File: src/hdl/itrn_pkg.sv
// ---------------------------------------------------------------------------
// Integer to Roman numeral symbols: package
// Types, symbol codes and decoding functions shared by the block's modules.
// ---------------------------------------------------------------------------
package itrn_pkg;

  localparam int VALUE_W    = 16;
  localparam int SYMBOL_W   = 14;
  localparam int VALUE_BITS = 12;
  localparam int CNT_W      = $clog2(VALUE_BITS + 1);
  localparam int DIGITS     = 4;
  localparam int QUEUE_DEPTH = 2;

  localparam logic [VALUE_W-1:0] VALUE_MAX = 16'd3999;

  localparam logic [SYMBOL_W-1:0] SYM_NONE = 14'h0000;
  localparam logic [SYMBOL_W-1:0] SYM_I    = 14'h2160;
  localparam logic [SYMBOL_W-1:0] SYM_V    = 14'h2164;
  localparam logic [SYMBOL_W-1:0] SYM_X    = 14'h2169;
  localparam logic [SYMBOL_W-1:0] SYM_L    = 14'h216C;
  localparam logic [SYMBOL_W-1:0] SYM_C    = 14'h216D;
  localparam logic [SYMBOL_W-1:0] SYM_D    = 14'h216E;
  localparam logic [SYMBOL_W-1:0] SYM_M    = 14'h216F;

  localparam logic [1:0] DEC_ONES      = 2'd0;
  localparam logic [1:0] DEC_TENS      = 2'd1;
  localparam logic [1:0] DEC_HUNDREDS  = 2'd2;
  localparam logic [1:0] DEC_THOUSANDS = 2'd3;

  typedef logic [SYMBOL_W-1:0] sym_t;

  typedef struct packed {
    logic                   oor;
    logic [DIGITS-1:0][3:0] digits;
  } job_t;

  // Number of symbols that one decimal digit produces.
  function automatic logic [2:0] digit_len(input logic [3:0] d);
    logic [2:0] len;
    len = 3'd0;
    unique case (d) inside
      4'd0:          len = 3'd0;
      4'd1, 4'd5:    len = 3'd1;
      4'd2, 4'd4,
      4'd6, 4'd9:    len = 3'd2;
      4'd3, 4'd7:    len = 3'd3;
      4'd8:          len = 3'd4;
      default:       len = 3'd0;
    endcase
    return len;
  endfunction

  // Symbol at position pos of the pattern for digit d in decade dec.
  function automatic sym_t roman_symbol(input logic [1:0] dec, input logic [3:0] d,
                                        input logic [1:0] pos);
    sym_t one;
    sym_t five;
    sym_t ten;
    sym_t sym;
    one  = SYM_I;
    five = SYM_V;
    ten  = SYM_X;
    unique case (dec)
      DEC_ONES:      begin one = SYM_I; five = SYM_V; ten = SYM_X; end
      DEC_TENS:      begin one = SYM_X; five = SYM_L; ten = SYM_C; end
      DEC_HUNDREDS:  begin one = SYM_C; five = SYM_D; ten = SYM_M; end
      DEC_THOUSANDS: begin one = SYM_M; five = SYM_M; ten = SYM_M; end
      default:       begin one = SYM_I; five = SYM_V; ten = SYM_X; end
    endcase
    unique case (d) inside
      4'd4:        sym = (pos == 2'd0) ? one : five;
      4'd9:        sym = (pos == 2'd0) ? one : ten;
      [4'd5:4'd8]: sym = (pos == 2'd0) ? five : one;
      default:     sym = one;
    endcase
    return sym;
  endfunction

endpackage

File: src/hdl/itrn_front.sv
// ---------------------------------------------------------------------------
// Integer to Roman numeral symbols: front end
// Accepts numbers, rejects those out of range and converts the rest to
// decimal digits with a shift-and-add-three loop, one bit per cycle.
// ---------------------------------------------------------------------------
module itrn_front (
  input  logic                          clk,
  input  logic                          rst,
  input  logic                          in_valid,
  output logic                          in_ready,
  input  logic [itrn_pkg::VALUE_W-1:0]  value,
  output logic                          push_valid,
  input  logic                          push_ready,
  output itrn_pkg::job_t                push_job
);

  localparam logic F_IDLE = 1'b0;
  localparam logic F_CONV = 1'b1;

  logic                               state;
  logic [itrn_pkg::CNT_W-1:0]         cnt;
  logic [itrn_pkg::VALUE_BITS-1:0]    bin;
  logic [itrn_pkg::DIGITS*4-1:0]      bcd;
  logic [itrn_pkg::DIGITS*4-1:0]      bcd_corr;
  logic [itrn_pkg::DIGITS*4-1:0]      bcd_next;
  logic                               job_valid;
  itrn_pkg::job_t                     job;
  logic                               accept;
  logic                               reject;

  assign in_ready   = (state == F_IDLE) && !job_valid;
  assign accept     = in_valid && in_ready;
  assign reject     = (value == '0) || (value > itrn_pkg::VALUE_MAX);
  assign push_valid = job_valid;
  assign push_job   = job;

  always_comb begin
    for (int i = 0; i < itrn_pkg::DIGITS; i++) begin
      bcd_corr[i*4 +: 4] = (bcd[i*4 +: 4] >= 4'd5) ? bcd[i*4 +: 4] + 4'd3 : bcd[i*4 +: 4];
    end
    bcd_next = {bcd_corr[itrn_pkg::DIGITS*4-2:0], bin[itrn_pkg::VALUE_BITS-1]};
  end

  always_ff @(posedge clk) begin
    if (rst) begin
      state     <= F_IDLE;
      job_valid <= 1'b0;
      cnt       <= '0;
    end else begin
      if (job_valid && push_ready) begin
        job_valid <= 1'b0;
      end
      unique case (state)
        F_IDLE: begin
          if (accept) begin
            if (reject) begin
              job_valid  <= 1'b1;
              job.oor    <= 1'b1;
              job.digits <= '0;
            end else begin
              state <= F_CONV;
              cnt   <= '0;
              bin   <= value[itrn_pkg::VALUE_BITS-1:0];
              bcd   <= '0;
            end
          end
        end
        F_CONV: begin
          bcd <= bcd_next;
          bin <= {bin[itrn_pkg::VALUE_BITS-2:0], 1'b0};
          cnt <= cnt + 1'b1;
          if (cnt == itrn_pkg::CNT_W'(itrn_pkg::VALUE_BITS - 1)) begin
            state      <= F_IDLE;
            job_valid  <= 1'b1;
            job.oor    <= 1'b0;
            job.digits <= bcd_next;
          end
        end
        default: state <= F_IDLE;
      endcase
    end
  end

endmodule

File: src/hdl/itrn_queue.sv
// ---------------------------------------------------------------------------
// Integer to Roman numeral symbols: job queue
// A short first-in first-out queue of converted numbers between the front
// end and the symbol emitter.
// ---------------------------------------------------------------------------
module itrn_queue #(
  parameter int Depth = itrn_pkg::QUEUE_DEPTH
) (
  input  logic           clk,
  input  logic           rst,
  input  logic           push_valid,
  output logic           push_ready,
  input  itrn_pkg::job_t push_job,
  output logic           pop_valid,
  input  logic           pop_ready,
  output itrn_pkg::job_t pop_job
);

  localparam int PtrW = (Depth > 1) ? $clog2(Depth) : 1;
  localparam int CntW = $clog2(Depth + 1);

  itrn_pkg::job_t  entries [Depth];
  logic [PtrW-1:0] wr_ptr;
  logic [PtrW-1:0] rd_ptr;
  logic [CntW-1:0] fill;
  logic            do_push;
  logic            do_pop;

  assign push_ready = (fill != CntW'(Depth));
  assign pop_valid  = (fill != '0);
  assign pop_job    = entries[rd_ptr];
  assign do_push    = push_valid && push_ready;
  assign do_pop     = pop_valid && pop_ready;

  always_ff @(posedge clk) begin
    if (do_push) begin
      entries[wr_ptr] <= push_job;
    end
  end

  always_ff @(posedge clk) begin
    if (rst) begin
      wr_ptr <= '0;
      rd_ptr <= '0;
      fill   <= '0;
    end else begin
      if (do_push) begin
        wr_ptr <= (wr_ptr == PtrW'(Depth - 1)) ? '0 : wr_ptr + 1'b1;
      end
      if (do_pop) begin
        rd_ptr <= (rd_ptr == PtrW'(Depth - 1)) ? '0 : rd_ptr + 1'b1;
      end
      if (do_push && !do_pop) begin
        fill <= fill + 1'b1;
      end else if (do_pop && !do_push) begin
        fill <= fill - 1'b1;
      end
    end
  end

endmodule

File: src/hdl/itrn_back.sv
// ---------------------------------------------------------------------------
// Integer to Roman numeral symbols: symbol emitter
// Walks the decimal digits of a queued number from its top non-zero decade
// down, one symbol per cycle into an output register unless out_ready stalls.
// ---------------------------------------------------------------------------
module itrn_back (
  input  logic                           clk,
  input  logic                           rst,
  input  logic                           pop_valid,
  output logic                           pop_ready,
  input  itrn_pkg::job_t                 pop_job,
  output logic                           out_valid,
  input  logic                           out_ready,
  output logic [itrn_pkg::SYMBOL_W-1:0]  symbol,
  output logic                           last,
  output logic                           out_of_range
);

  logic                        busy;
  itrn_pkg::job_t              job;
  logic [itrn_pkg::DIGITS-1:0] mask;
  logic [itrn_pkg::DIGITS-1:0] mask_clr;
  logic [1:0]                  pos;
  logic [1:0]                  cur;
  logic [3:0]                  digit;
  logic [2:0]                  len;
  logic                        fin_digit;
  logic                        is_last;
  logic                        adv;
  itrn_pkg::sym_t              sym;

  always_comb begin
    cur = itrn_pkg::DEC_ONES;
    if (mask[1]) cur = itrn_pkg::DEC_TENS;
    if (mask[2]) cur = itrn_pkg::DEC_HUNDREDS;
    if (mask[3]) cur = itrn_pkg::DEC_THOUSANDS;
  end

  assign digit     = job.digits[cur];
  assign len       = itrn_pkg::digit_len(digit);
  assign sym       = itrn_pkg::roman_symbol(cur, digit, pos);
  assign fin_digit = ({1'b0, pos} == (len - 3'd1));
  assign mask_clr  = mask & ~(itrn_pkg::DIGITS'(1) << cur);
  assign is_last   = job.oor || (fin_digit && (mask_clr == '0));
  assign adv       = !out_valid || out_ready;
  assign pop_ready = !busy;

  always_ff @(posedge clk) begin
    if (rst) begin
      busy      <= 1'b0;
      out_valid <= 1'b0;
      pos       <= '0;
      mask      <= '0;
    end else begin
      if (!busy && pop_valid) begin
        busy <= 1'b1;
        job  <= pop_job;
        pos  <= '0;
        for (int i = 0; i < itrn_pkg::DIGITS; i++) begin
          mask[i] <= (pop_job.digits[i] != 4'd0);
        end
      end
      if (adv) begin
        out_valid <= busy;
        if (busy) begin
          symbol       <= job.oor ? itrn_pkg::SYM_NONE : sym;
          last         <= is_last;
          out_of_range <= job.oor;
          if (is_last) begin
            busy <= 1'b0;
          end else if (fin_digit) begin
            mask <= mask_clr;
            pos  <= '0;
          end else begin
            pos <= pos + 1'b1;
          end
        end
      end
    end
  end

endmodule

File: src/hdl/integer_to_roman_numeral_symbols_top.sv
// ---------------------------------------------------------------------------
// Integer to Roman numeral symbols: top level
// Converts each accepted number from 1 to 3999 into its Roman numeral as a
// run of Unicode number-form symbols, most significant first, with the final
// symbol marked; other numbers give one transaction with out_of_range set.
// ---------------------------------------------------------------------------
// A number is accepted by the front end, converted bit-serially from binary
// to decimal and handed to a short queue, where it waits; a rejected number
// skips the conversion. The emitter then loads each number and delivers one
// symbol per cycle unless out_ready stalls the output register. The front
// end takes no new number until the current one is in the queue, but it can
// convert the next one while the emitter still delivers an earlier one.
module integer_to_roman_numeral_symbols_top #(
  parameter int QueueDepth = itrn_pkg::QUEUE_DEPTH
) (
  input  logic                          clk,
  input  logic                          rst,
  input  logic                          in_valid,
  output logic                          in_ready,
  input  logic [itrn_pkg::VALUE_W-1:0]  value,
  output logic                          out_valid,
  input  logic                          out_ready,
  output logic [itrn_pkg::SYMBOL_W-1:0] symbol,
  output logic                          last,
  output logic                          out_of_range
);

  logic           push_valid;
  logic           push_ready;
  itrn_pkg::job_t push_job;
  logic           pop_valid;
  logic           pop_ready;
  itrn_pkg::job_t pop_job;

  itrn_front u_front (
    .clk        (clk),
    .rst        (rst),
    .in_valid   (in_valid),
    .in_ready   (in_ready),
    .value      (value),
    .push_valid (push_valid),
    .push_ready (push_ready),
    .push_job   (push_job)
  );

  itrn_queue #(
    .Depth (QueueDepth)
  ) u_queue (
    .clk        (clk),
    .rst        (rst),
    .push_valid (push_valid),
    .push_ready (push_ready),
    .push_job   (push_job),
    .pop_valid  (pop_valid),
    .pop_ready  (pop_ready),
    .pop_job    (pop_job)
  );

  itrn_back u_back (
    .clk          (clk),
    .rst          (rst),
    .pop_valid    (pop_valid),
    .pop_ready    (pop_ready),
    .pop_job      (pop_job),
    .out_valid    (out_valid),
    .out_ready    (out_ready),
    .symbol       (symbol),
    .last         (last),
    .out_of_range (out_of_range)
  );

endmodule

File: config.mk
export PLATFORM = sky130hd
export DESIGN_NAME = integer_to_roman_numeral_symbols_top
export DESIGN_NICKNAME = d
export VERILOG_FILES = /design/src/hdl/itrn_pkg.sv /design/src/hdl/itrn_front.sv /design/src/hdl/itrn_queue.sv /design/src/hdl/itrn_back.sv /design/src/hdl/integer_to_roman_numeral_symbols_top.sv
export SDC_FILE = /design/constraint.sdc
export NUM_CORES = 1
export LEC_CHECK = 0
export ABC_AREA = 1
export BUFFER_PORTS_ARGS = -buffer_cell sky130_fd_sc_hd__buf_2
export CAP_MARGIN = 20
export CORE_MARGIN = 3
export CORE_UTILIZATION = 65
export DETAILED_ROUTE_END_ITERATION = 7
export GPL_ROUTABILITY_DRIVEN = 1
export PLACE_DENSITY = 0.87
export SETUP_SLACK_MARGIN = 0.15
export SYNTH_ARGS = -nofsm -noshare
export SYNTH_HDL_FRONTEND = slang
export SYNTH_SLANG_ARGS = --single-unit
export TNS_END_PERCENT = 1
File: constraint.sdc
create_clock -name clk -period 4.83 [get_ports clk]
set_clock_uncertainty 0.2 [all_clocks]
set_input_delay 1.449 -clock clk [delete_from_list [all_inputs] [get_ports clk]]
set_output_delay 1.449 -clock clk [all_outputs]
set_load 0.02 [all_outputs]
## Word level (Yosys, flattened, before mapping)

Memory sizes are Yosys's and may differ from the RTL's. A register that Yosys moved wholly into a read port is not among the register bits.
Cells that the tools add are included.

- Register bits after elaboration: 96
- Bits in latches: 0
- Memory bits (writable): 34
- Memory bits (read-only): 0
- Input bits: 20
- Output and inout bits: 18
- Word-level logic and storage cells: 165
- Memories: 1

- Add/sub/neg operators: 11
- Multiply operators: 0
- Divide/modulo/power cells: 0
- $lt $le $gt $ge: 8
- Equality and inequality tests: 19
- Shifts and indexed selects: 1
- Multiplexer cells: 61
- Bitwise operators: 4
- Reductions and logical operators: 35

Memories:

| name | words | bits a word | read ports | clocked after Yosys merged registers in | write ports | RTL line | source |
|---|---|---|---|---|---|---|---|
| u_queue.entries | 2 | 17 | 1 | 1 | 1 | itrn_queue.sv:22 | `itrn_pkg::job_t entries [Depth];` |

Operators by type and width:

| cell | count |
|---|---|
| $pmux W14 S4 | 2 |
| $pmux W14 S3 | 2 |
| $mux W17 | 3 |
| $mux W4 | 11 |
| $mux W14 | 3 |
| $pmux W17 S2 | 1 |
| $mux W16 | 2 |
| $pmux W16 S2 | 1 |
| $mux W12 | 2 |
| $pmux W12 S2 | 1 |
| $ge A4 B3 Y1 const B | 5 |
| $mux W1 | 18 |
| $mux W2 | 9 |
| $eq A4 B3 Y1 const B | 4 |
| $gt A16 B12 Y1 const B | 1 |
| $logic_not A16 Y1 | 1 |
| $reduce_bool A4 Y1 | 4 |
| $add A4 B2 Y4 const B | 3 |
| $eq A4 B4 Y1 const B | 3 |
| $pmux W3 S4 | 1 |
| $bmux W4 S2 | 1 |
| $eq A4 B2 Y1 const B | 2 |
| $logic_and A1 B1 Y1 | 8 |
| $pmux W4 S2 | 1 |
| 30 further kinds | 50 |

## Logic depth before layout (Yosys ltp)

Gate-level depths: netlist (run 1).

- Word-level depth: 15
- Depth in mapped cells: 20
- Gate-level depth less buffers: 19

## Modules after synthesis

A second synthesis (run 1) with hierarchy kept.

- Cells, all modules: 499
- Area total of the unflattened synthesis: 5572.8 µm²

Modules (own cells, without submodules):

| module | instances | cells an instance | area each (µm²) | seq. area each (µm²) |
|---|---|---|---|---|
| itrn_front | 1 | 220 | 2298.5 | 1471.4 |
| itrn_back | 1 | 189 | 1754.2 | 880.8 |
| itrn_queue | 1 | 90 | 1520.2 | 1121.1 |

## Worst setup path before layout (run 1)

No wires, ideal clock.

- Path kind: input -> register
- Start: input value[13] in the netlist's numbering
- End: register u_front.bcd[0] in the netlist's numbering, enable pin
- Library setup time: 0.413 ns
- Arrival time: 3.172 ns
- Data required time: 4.217 ns
- Slack: 1.045 ns
- Stages on the path: 4
- Cells stage by stage: nor4_1 -> o21a_1 -> a31oi_1 -> nor2_1

- Cells in the longest elaborated chain, start to end: 4

Ends and longest elaborated chain:

| element | RTL line | source |
|---|---|---|
| from (decl) | integer_to_roman_numeral_symbols_top.sv:20 | `input logic [itrn_pkg::VALUE_W-1:0] value,` |
| $gt A16 B12 Y1 / $logic_not A16 Y1 (equally long branches) | itrn_front.sv:33 | `assign reject = (value == '0) \|\| (value > itrn_pkg::VALUE_MAX);` |
| $logic_or A1 B1 Y1 * | itrn_front.sv:33 |  |
| $ne A2 B2 Y1 (no source line) * | -- |  |
| $reduce_and A3 Y1 (no source line) * | -- |  |
| to (signal assigned) | itrn_front.sv:69 | `bcd <= bcd_next;` |
| to (decl) | itrn_front.sv:23 | `logic [itrn_pkg::DIGITS*4-1:0] bcd;` |

Mark *: on every way between the ends. The rest lies on a longest branch, timed or not.
A chain may end at the register's enable or synchronous reset.

## Worst setup path in the final report (run 1)

- Start: register u_back.mask[3] in the netlist's numbering
- End: register u_back.mask[1] in the netlist's numbering

- Cells in the longest elaborated chain, start to end: 13

Ends and longest elaborated chain:

| element | RTL line | source |
|---|---|---|
| from (decl) | itrn_back.sv:21 | `logic [itrn_pkg::DIGITS-1:0] mask;` |
| from (signal, indexed assignment) | itrn_back.sv:60 | `mask[i] <= (pop_job.digits[i] != 4'd0);` |
| from (signal assigned) | itrn_back.sv:72 | `mask <= mask_clr;` |
| $mux W2 | itrn_back.sv:36 | `if (mask[3]) cur = itrn_pkg::DEC_THOUSANDS;` |
| $bmux W4 S2 | itrn_back.sv:39 | `assign digit = job.digits[cur];` |
| $mux W4 (implied by the code) | itrn_back.sv:39 |  |
| $eq A4 B4 Y1, or another cell as far along | itrn_back.sv:40 | `assign len = itrn_pkg::digit_len(digit);` |
| $reduce_or A4 Y1 / $reduce_or A2 Y1 (equally long branches) | itrn_pkg.sv:41 | `unique case (d) inside` |
| $pmux W3 S4 | itrn_pkg.sv:41 |  |
| $sub A3 B1 Y3 | itrn_back.sv:42 | `assign fin_digit = ({1'b0, pos} == (len - 3'd1));` |
| $eq A2 B3 Y1 | itrn_back.sv:42 |  |
| $logic_and A1 B1 Y1 | itrn_back.sv:44 | `assign is_last = job.oor \|\| (fin_digit && (mask_clr == '0));` |
| $logic_or A1 B1 Y1 | itrn_back.sv:44 |  |
| $mux W4 * | itrn_back.sv:69 | `if (is_last) begin` |
| $mux W4 * | itrn_back.sv:65 | `if (busy) begin` |
| $mux W4 * | itrn_back.sv:63 | `if (adv) begin` |

Mark *: on every way between the ends. The rest lies on a longest branch, timed or not. The select of a mux whose other input is x is not followed.

==> results.tsv, run 1 <==
metric	value	unit
outcome	finished clean	
Leak	2.578	nW
clock-pin slew on the worst setup and hold paths	0.06	ns
Mapped Area	5469	um2
commonest non-fill, non-tap cell in the layout	nand2_1	
FP Rows	32	
final core utilization	0.7944	
critical path class	flop to flop	
area post-placement	5692	um2
die area	9550	um2
Avg Inst Size Synth	10.66	um2
final WL	11810	um
post-DP HPWL	7146	um
layout cell share with drive strength beyond 1	0.1784	
post-layout instance area	6297	um2
Setup violations, final	0	
most frequent cells in the layout	107 x nand2_1, 103 x edfxtp_1, 65 x inv_1, 31 x a21oi_1, 31 x buf_2	
nets@finish	585	
first-pass GRT wire length	19370	um
largest net degree at the start of global routing	36	
synth unique cells	38	
fmax	320.4	MHz
Tcrit/Tclk final	0.6462	
Least-Margin Pin Slew	0.6966	ns
top_reg_cell synth	edfxtp_1	
Filler cells	427	
max-cap violations	0	
asr flop ratio synth	0	
Routability Congestion	0.8063	
total core area	7928	um2
CTS tree	built	
CTS Sinks	122	
# hold bufs at CTS	0	
Post-synth EDFFs	103	
post-layout minimum cycle time	3.121	ns
pwr dens	594.0	nW/um2
post-synthesis cell count	513	
initial antenna violation count	0	
Final ANT Viol Nets	0	
# H-tree levels	4	
Seq/Total Area, Yosys	0.6351	
DR iter-0 viols	308	
port bufs	31	
max-slew violations	0	
Vias/cell	5.903	
Setup crit start kind	flop	
routed length per instance	17.67	um
YS warnings	0	
nature of the critical path endpoint	flop	
setup bufs post-CTS	0	
R2R cell count	16	
worst-path maximum fanout	13	
unrepaired setup endpoints after global routing	no	
Die W	97.73	um
IO Pins	38	
HP Class	flop to flop	
CP required	5.08	ns
CP arrival	3.37	ns
via count	3943	
Bufs on Longest Clock Path	2	
antenna diode count	0	
Slew HR	0.5320	
CTS root buffer	clkbuf_8	
Setup TNS Final	0	ns
residual DRC count	0	
flop and latch count out of synthesis	122	
Final WS setup	1.709	ns
dpl ws	1.671	ns
initial core utilization	0.6899	
grt ovf	0	
GRT Util Overall	0.2602	
Die Height	97.73	um
Worst-Skew Late Latency	0.51	ns
Hold Path Stages	0	
area grow syn2layout	15.15	%
first-pass iteration count of the detailed router	5	
TritonCTS Buffers	17	
vias in the first global route	3996	
Fin. Hold Viols	0	
VDD IR max	309.7	uV
CTS resizes	0	
[state kept, by name, indices dropped and copies added, names as in the netlist, named ones only]
register,flops
u_back.symbol,5
u_back.out_valid,1
u_back.out_of_range,1
u_back.mask,4
u_front.state,1
u_back.busy,1
u_front.cnt,4
u_back.last,1
u_front.bin,12
u_back.job,17
u_back.pos,2
u_front.push_job,17
u_queue.entries,34
u_front.push_valid,1
u_queue.rd_ptr,1
u_queue.fill,2
u_front.bcd,16
u_queue.wr_ptr,1
[layer usage]
metal,GRT usage,part of all wire,up-vias
met4,0.1363,0.047,0
met5,0,0,-
met3,0.05528,0.062,63
li1,-,-,1812
met1,0.2792,0.36,1824
met2,0.4781,0.53,244
[report_power, final]
part	leakage, nW	switching (mW)	internal (mW)	total, mW
combinational	1.17	0.725	0.320	1.05
sequential	1.11	0.101	1.31	1.41
clock	0.303	0.470	0.818	1.29
total	2.58	1.30	2.44	3.74
[cells in the mapped netlist (2+ instances only)]
master / number / area share
a21oi_1: 31 / 0.028
a31oi_1: 4 / 0.0046
buf_2: 2 / 0.0018
buf_4: 9 / 0.012
buf_6: 2 / 0.0041
clkbuf_1: 8 / 0.0055
dfxtp_1: 19 / 0.070
edfxtp_1: 103 / 0.57
ha_1: 12 / 0.027
inv_1: 65 / 0.045
inv_2: 3 / 0.0021
mux2i_1: 2 / 0.0037
nand2_1: 107 / 0.073
nand2_2: 5 / 0.0057
nand3_1: 26 / 0.024
nand3_2: 6 / 0.011
nand3b_1: 2 / 0.0027
nand4_1: 5 / 0.0057
nand4_2: 3 / 0.0069
nor2_1: 24 / 0.016
nor2_2: 5 / 0.0057
nor2_4: 4 / 0.0082
nor3_1: 10 / 0.0092
nor4_1: 3 / 0.0034
o21a_1: 2 / 0.0027
o21ai_0: 30 / 0.027
o21ai_1: 3 / 0.0027
o41ai_1: 2 / 0.0032
or2_2: 3 / 0.0034
xor2_1: 5 / 0.0080
[cells by family after synthesis]
kind of cell | count (synthesis) | share of synthesized area
DFF | 122 | 0.6351
AOI/OAI and AO/OA | 76 | 0.07641
other | 1 | 0.0006857
buffers and inverters | 91 | 0.07183
adders and majority gates | 12 | 0.02745
xor gates and xnor gates | 5 | 0.008007
and+or+nand+nor | 204 | 0.1768
muxes | 2 | 0.003661
[metrics by stage]
step | total power, mW | instances | hold WS [ns]
global route | 3.900 | 668 | 0.2605
CTS | 3.720 | 668 | 0.2482
detailed placement | 2.410 | 636 | 0.2298
finish | 3.741 | 668 | 0.2477
global placement | 2.338 | 635 | 0.2226
floorplan | 2.199 | 518 | 0.2215
[path summary, 6_finish.rpt]
path / end / from / slack (ns)
worst max-delay path: u_back.mask[1]$_SDFF_PP0_ / u_back.mask[3]$_SDFF_PP0_ / 1.71
worst min-delay path: u_queue.entries[0][11]$_DFFE_PP_ / u_front.push_job[11]$_SDFFCE_PN0P_ / 0.25
worst max register to register: u_back.mask[1]$_SDFF_PP0_ / u_back.mask[3]$_SDFF_PP0_ / 1.71
worst min register to register: u_queue.entries[0][11]$_DFFE_PP_ / u_front.push_job[11]$_SDFFCE_PN0P_ / 0.25
[area by class of cell]
type	count	area, um2	share of cell area
clock buffer	19	441.7	0.07014
timing repair buffer	38	207.7	0.03298
clock inverter	13	163.9	0.02603
multi-input combinational	305	1624	0.2579
tap	102	127.6	0.02027
sequential	122	3473	0.5516
inverter	69	259.0	0.04113
[critical path, stage by stage, from the launching register on]
cell     delay [ns]
dfxtp_1        0.56
nor2_4         0.14
nand3_1        0.11
nand3_2        0.08
nor2_2         0.26
nor2_4         0.09
nand2_1        0.10
nand2_1        0.09
a21oi_1        0.23
ha_1           0.29
xor2_1         0.23
nand3_2        0.12
a21oi_4        0.18
nand4_2        0.15
nand2_1        0.10
nand2_1        0.06
nor2_1         0.08
(Power assumes the default switching activity.)
==> inputs of run 2 (changes only) <==
CORE_UTILIZATION = 54   (was 65)
PLACE_DENSITY = 0.77   (was 0.87)
clock period = 2.78 ns   (was 4.83 ns; I/O delays follow)
==> run 2 against run 1 <==
  * Design area rose by 5.3%
  * Non-clock buffer count rose by 19
  * Die area rose by 19%
  * Largest power group unchanged
  * Register-to-register slack got worse by 1.6 ns
  * Hold slack got worse by 0.010 ns
  * Sequential power rose by 72%
  * Wire length fell by 11%
  * Critical path type unchanged
  * Clock power rose by 74%
==> results.tsv, run 2 (synthesized netlist as in run 1, its figures left out) <==
metric	value	unit	change
Least-Margin Pin Slew	0.7403	ns	+0.04369 ns
fmax	376.6	MHz	+18%
largest net degree at the start of global routing	35		-2.8%
CP required	3.01	ns	-2.07 ns
die area	11370	um2	+19%
port bufs	31		unchanged
Filler cells	712		+67%
met3 WL	576	um	-21%
setup slack, reg-to-reg	0.12	ns	-1.58 ns
HP Class	flop to flop		
Setup violations, final	0		unchanged
first-pass GRT wire length	17160	um	-11%
r2r startpoint	u_back.mask[3]$_SDFF_PP0_		
max-slew violations	0		unchanged
Bufs on Longest Clock Path	2		unchanged
unrepaired setup endpoints after global routing	yes		
IO Pins	38		unchanged
GRT Util Overall	0.1925		-0.06762
grt ovf	0		unchanged
FP Rows	36		+13%
layout cell share with drive strength beyond 1	0.2406		+0.06217
worst-path maximum fanout	4		-9
nets@finish	605		+3.4%
# hold bufs at CTS	0		unchanged
Met1 Routed Length	4015	um	-5.1%
via count	3824		-3.0%
DR iter-0 viols	162		-47%
most frequent cells in the layout	103 x nand2_1, 103 x edfxtp_1, 61 x inv_1, 31 x buf_2, 30 x o21ai_0		
Routability Congestion	0.8095		+0.40%
detailed-routed wire length on met2	5670	um	-9.9%
routed length per instance	14.57	um	-18%
initial antenna violation count	0		unchanged
outcome	finished clean		
Die Height	106.6	um	+9.1%
Worst-Skew Late Latency	0.50	ns	about the same
post-DP HPWL	6865	um	-3.9%
Tot Pwr	6.871	mW	+84%
CTS tree	built		
vias in the first global route	3765		-5.8%
Slew HR	0.5053		-0.02673
VDD IR max	551.4	uV	+78%
uppermost routed layer	met4		
CP arrival	2.88	ns	-0.49 ns
final WL	10480	um	-11%
R2R cell count	17		+1
initial core utilization	0.5570		-0.1329
Leak	2.671	nW	+3.6%
# H-tree levels	4		unchanged
hold path startpoint	u_front.push_job[1]$_SDFFCE_PN0P_		
RR Endpoint	u_back.mask[1]$_SDFF_PP0_		
Fin. Hold Viols	0		unchanged
residual DRC count	0		unchanged
Setup crit start kind	flop		
clock-pin slew on the worst setup and hold paths	0.06	ns	about the same
antenna diode count	0		unchanged
final core utilization	0.6755		-0.1189
Final ANT Viol Nets	0		unchanged
CTS Sinks	122		unchanged
first-pass iteration count of the detailed router	5		unchanged
Hold Path Stages	0		unchanged
max reg flops	34		unchanged
pwr dens	1036	nW/um2	+74%
post-layout minimum cycle time	2.655	ns	-0.4661 ns
Die W	106.6	um	+9.1%
Vias/cell	5.318		-9.9%
Top reg by flops	u_queue.entries		
max-cap violations	0		unchanged
Tcrit/Tclk final	0.9551		+0.3089
nature of the critical path endpoint	flop		
area grow syn2layout	21.28	%	
Hold EP	u_queue.entries[1][1]$_DFFE_PP_		
TritonCTS Buffers	17		unchanged
critical path class	flop to flop		
CTS root buffer	clkbuf_8		
total core area	9819	um2	+24%
-- run 2: changes by cell type in the layout (fill, tap and decap cells not counted), sizes merged --
cell and delta:
buf +19, clkinvlp +4, clkinv -2, inv -2, bufinv +1, clkbuf -1
nor2 +1
-- run 2: power by group --
part | internal (mW) | switching, mW
Sequential | 2.28 | 0.142
Combinational | 0.820 | 1.38
Clock | 1.46 | 0.788
Total | 4.56 | 2.31
-- run 2: layer usage --
metal,vias up,GRT usage
li1,1858,-
met1,1806,0.2098
met2,138,0.3552
met3,22,0.04696
met4,0,0.08128
met5,-,0
-- run 2: area by class of cell --
type / instances / area (um2) / share of cell area
timing repair buffer: 57 / 379.1 / 0.05716
multi-input combinational: 306 / 1732 / 0.2611
clock buffer: 18 / 417.9 / 0.06301
clock inverter: 14 / 193.9 / 0.02924
sequential: 122 / 3485 / 0.5254
tap: 133 / 166.4 / 0.02509
inverter: 69 / 259.0 / 0.03905
-- run 2: how the worst max path moves through the flow --
stage | from | end | slack [ns] | cells after the start
final | u_back.mask[3]$_SDFF_PP0_ | u_back.mask[1]$_SDFF_PP0_ | 0.12 | 17
after floorplan | value[10] | u_front.push_job[0]$_SDFFCE_PN0P_ | 0.07 | 5
after global routing | u_back.mask[3]$_SDFF_PP0_ | u_back.mask[1]$_SDFF_PP0_ | -0.05 | 17
after global placement | value[13] | u_front.bcd[11]$_SDFFCE_PN0P_ | 0.05 | 5
after detailed placement | u_back.mask[3]$_SDFF_PP0_ | u_back.mask[1]$_SDFF_PP0_ | -0.05 | 16
after CTS | u_back.mask[2]$_SDFF_PP0_ | u_back.mask[1]$_SDFF_PP0_ | 0.15 | 16
-- run 2: metrics by stage --
step | instance area (um2) | cells | worst slack (ns) | hold WS, ns | TNS, ns
floorplan | 5495 | 518 | 0.06861 | 0.2215 | 0
global placement | 5846 | 680 | 0.05471 | 0.2214 | 0
detailed placement | 5846 | 680 | -0.05394 | 0.2304 | -0.09789
CTS | 6504 | 714 | 0.1527 | 0.2385 | 0
global route | 6633 | 719 | -0.04862 | 0.2435 | -0.1241
finish | 6633 | 719 | 0.1248 | 0.2376 | 0
-- run 2: worst max-delay path, stage by stage (launching register included) --
cell and delay (ns):
dfxtp_4 0.38, buf_12 0.13, nor2_4 0.10, inv_2 0.07, nor2_4 0.12, nor2_4 0.06, nor2_4 0.11, nand3b_1 0.11
nand2_2 0.10, a21oi_2 0.04, ha_1 0.32, xor2_2 0.17, nand3_2 0.10, a21oi_4 0.20, nand4_4 0.14, nand2_2 0.10
nand2_1 0.04, nor2_1 0.08
-- run 2: repair_timing --
item / in CTS / in global routing
pin swaps: 2 / 12
buffers inserted: 1 / 5
resized for setup: 9 / 25
hold endpoints to repair: 0 / 0
gates cloned: 1 / 0
setup endpoints to repair: 7 / 7
==> inputs of run 3 (changes only) <==
CORE_UTILIZATION = 56   (was 54)
CTS_BUF_LIST = sky130_fd_sc_hd__clkbuf_4 sky130_fd_sc_hd__clkbuf_8   (was default)
PLACE_DENSITY = 0.8   (was 0.77)
==> run 3 against run 2 <==
  * Combinational power rose by 5%
  * Non-clock buffer count increased by 7
  * Register-to-register slack worse by 0.02 ns
  * Sequential cell count is the same
  * Largest cell class unchanged
  * Largest power group unchanged
==> results.tsv, run 3 (synthesized netlist as in run 1, its figures left out) <==
metric	value	unit	change
CTS tree	built		
Top reg by flops	u_queue.entries		
Tot Pwr	6.609	mW	-3.8%
Vias/cell	5.330		+0.22%
outcome	finished clean		
area post-placement	5818	um2	-0.47%
Tcrit/Tclk final	0.9622		+0.007076
port bufs	31		unchanged
Setup crit start kind	flop		
Die W	104.8	um	-1.7%
most frequent cells in the layout	103 x edfxtp_1, 102 x nand2_1, 62 x inv_1, 31 x buf_2, 31 x buf_4		
pwr dens	1013	nW/um2	-2.2%
post-layout minimum cycle time	2.675	ns	+0.01967 ns
largest net degree at the start of global routing	35		unchanged
critical path class	flop to flop		
Die Height	104.8	um	-1.7%
R2R cell count	16		-1
# H-tree levels	4		unchanged
first-pass iteration count of the detailed router	5		unchanged
IO Pins	38		unchanged
via count	3843		+0.50%
vias in the first global route	3777		+0.32%
Final WS setup	0.1051	ns	-0.01967 ns
Leak	2.666	nW	-0.17%
VDD IR max	510.8	uV	-7.4%
post-DP HPWL	6698	um	-2.4%
layout cell share with drive strength beyond 1	0.2432		+0.002629
Slew HR	0.5132		+0.007974
nature of the critical path endpoint	flop		
antenna diode count	0		unchanged
HP Class	flop to flop		
residual DRC count	0		unchanged
CP required	2.89	ns	-0.12 ns
post-layout instance area	6523	um2	-1.7%
max-cap violations	0		unchanged
Bufs on Longest Clock Path	2		unchanged
CP arrival	2.78	ns	-0.10 ns
worst-path maximum fanout	5		+1
fmax	373.9	MHz	-0.74%
dpl ws	-0.09585	ns	-0.04191 ns
Fin. Hold Viols	0		unchanged
nets@finish	612		+1.2%
Setup violations, final	0		unchanged
commonest non-fill, non-tap cell in the layout	edfxtp_1		
Routability Congestion	0.8972		+11%
final WL	10720	um	+2.3%
WHS	0.2476	ns	+0.01001 ns
unrepaired setup endpoints after global routing	yes		
Hold Path Stages	0		unchanged
FP Rows	35		-2.8%
TritonCTS Buffers	17		unchanged
routed length per instance	14.87	um	+2.0%
CTS root buffer	clkbuf_8		
die area	10990	um2	-3.4%
Least-Margin Pin Slew	0.7284	ns	-0.01193 ns
DR iter-0 viols	224		+38%
initial core utilization	0.5836		+0.02662
first-pass GRT wire length	17460	um	+1.8%
grt ovf	0		unchanged
Final ANT Viol Nets	0		unchanged
total core area	9371	um2	-4.6%
max-slew violations	0		unchanged
initial antenna violation count	0		unchanged
GRT Util Overall	0.2009		+0.008403
area grow syn2layout	19.26	%	
max reg flops	34		unchanged
clock-pin slew on the worst setup and hold paths	0.07	ns	about the same
CTS Sinks	122		unchanged
Worst-Skew Late Latency	0.41	ns	-0.09 ns
-- run 3: area by class of cell --
cell class,instances,area [um2]
inverters,69,259.0
clock inverters,9,195.2
clock buffers,22,277.8
repair buffers,64,419.2
fillers,648,2849
multi-input cells,306,1728
well taps,129,161.4
flip-flops and latches,122,3482
-- run 3: layer usage --
metal | global-route usage | vias up | part of all wire
li1 | - | 1872 | -
met1 | 0.2170 | 1799 | 0.37
met2 | 0.3662 | 145 | 0.56
met3 | 0.05559 | 27 | 0.048
met4 | 0.08716 | 0 | 0.023
met5 | 0 | - | 0
-- run 3: repair_timing --
action,4_1_cts,5_1_grt
buffers inserted,10,6
cloned,1,0
hold buffers,0,0
hold endpoints to repair,0,0
endpoints found under the setup margin,7,10
pin swaps,9,11
gates resized for setup,12,19
-- run 3: power by group --
part           switching, mW  internal, mW
clock network          0.658          1.21
logic                   1.42         0.902
registers              0.142          2.28
-- run 3: worst paths after layout --
path                                     start                         endpoint  slack (ns)
max                  u_back.mask[3]$_SDFF_PP0_        u_back.mask[3]$_SDFF_PP0_        0.11
max reg2reg          u_back.mask[3]$_SDFF_PP0_        u_back.mask[3]$_SDFF_PP0_        0.11
min reg2reg  u_front.push_job[4]$_SDFFCE_PN0P_  u_queue.entries[1][4]$_DFFE_PP_        0.25
min          u_front.push_job[4]$_SDFFCE_PN0P_  u_queue.entries[1][4]$_DFFE_PP_        0.25
-- run 3: critical path, cell delays in order, from the launching register on --
cell	delay (ns)
dfxtp_4	0.38
buf_4	0.16
nand2_2	0.07
nand3_2	0.10
nor2_4	0.18
inv_2	0.07
nor2_4	0.12
nand2_2	0.08
nand2_2	0.09
a21oi_1	0.05
ha_1	0.30
xor2_2	0.18
nand3_2	0.11
a21oi_4	0.18
nand4_4	0.12
nand3_1	0.13
inv_1	0.05
-- run 3: per-stage QoR --
step	util	cells	TNS, ns
after global placement	0.6208	673	0
after floorplan	-	518	0
after detailed placement	0.6208	673	-0.2859
after global routing	0.6960	721	-0.08458
after CTS	0.6840	715	0
final	0.6960	721	0
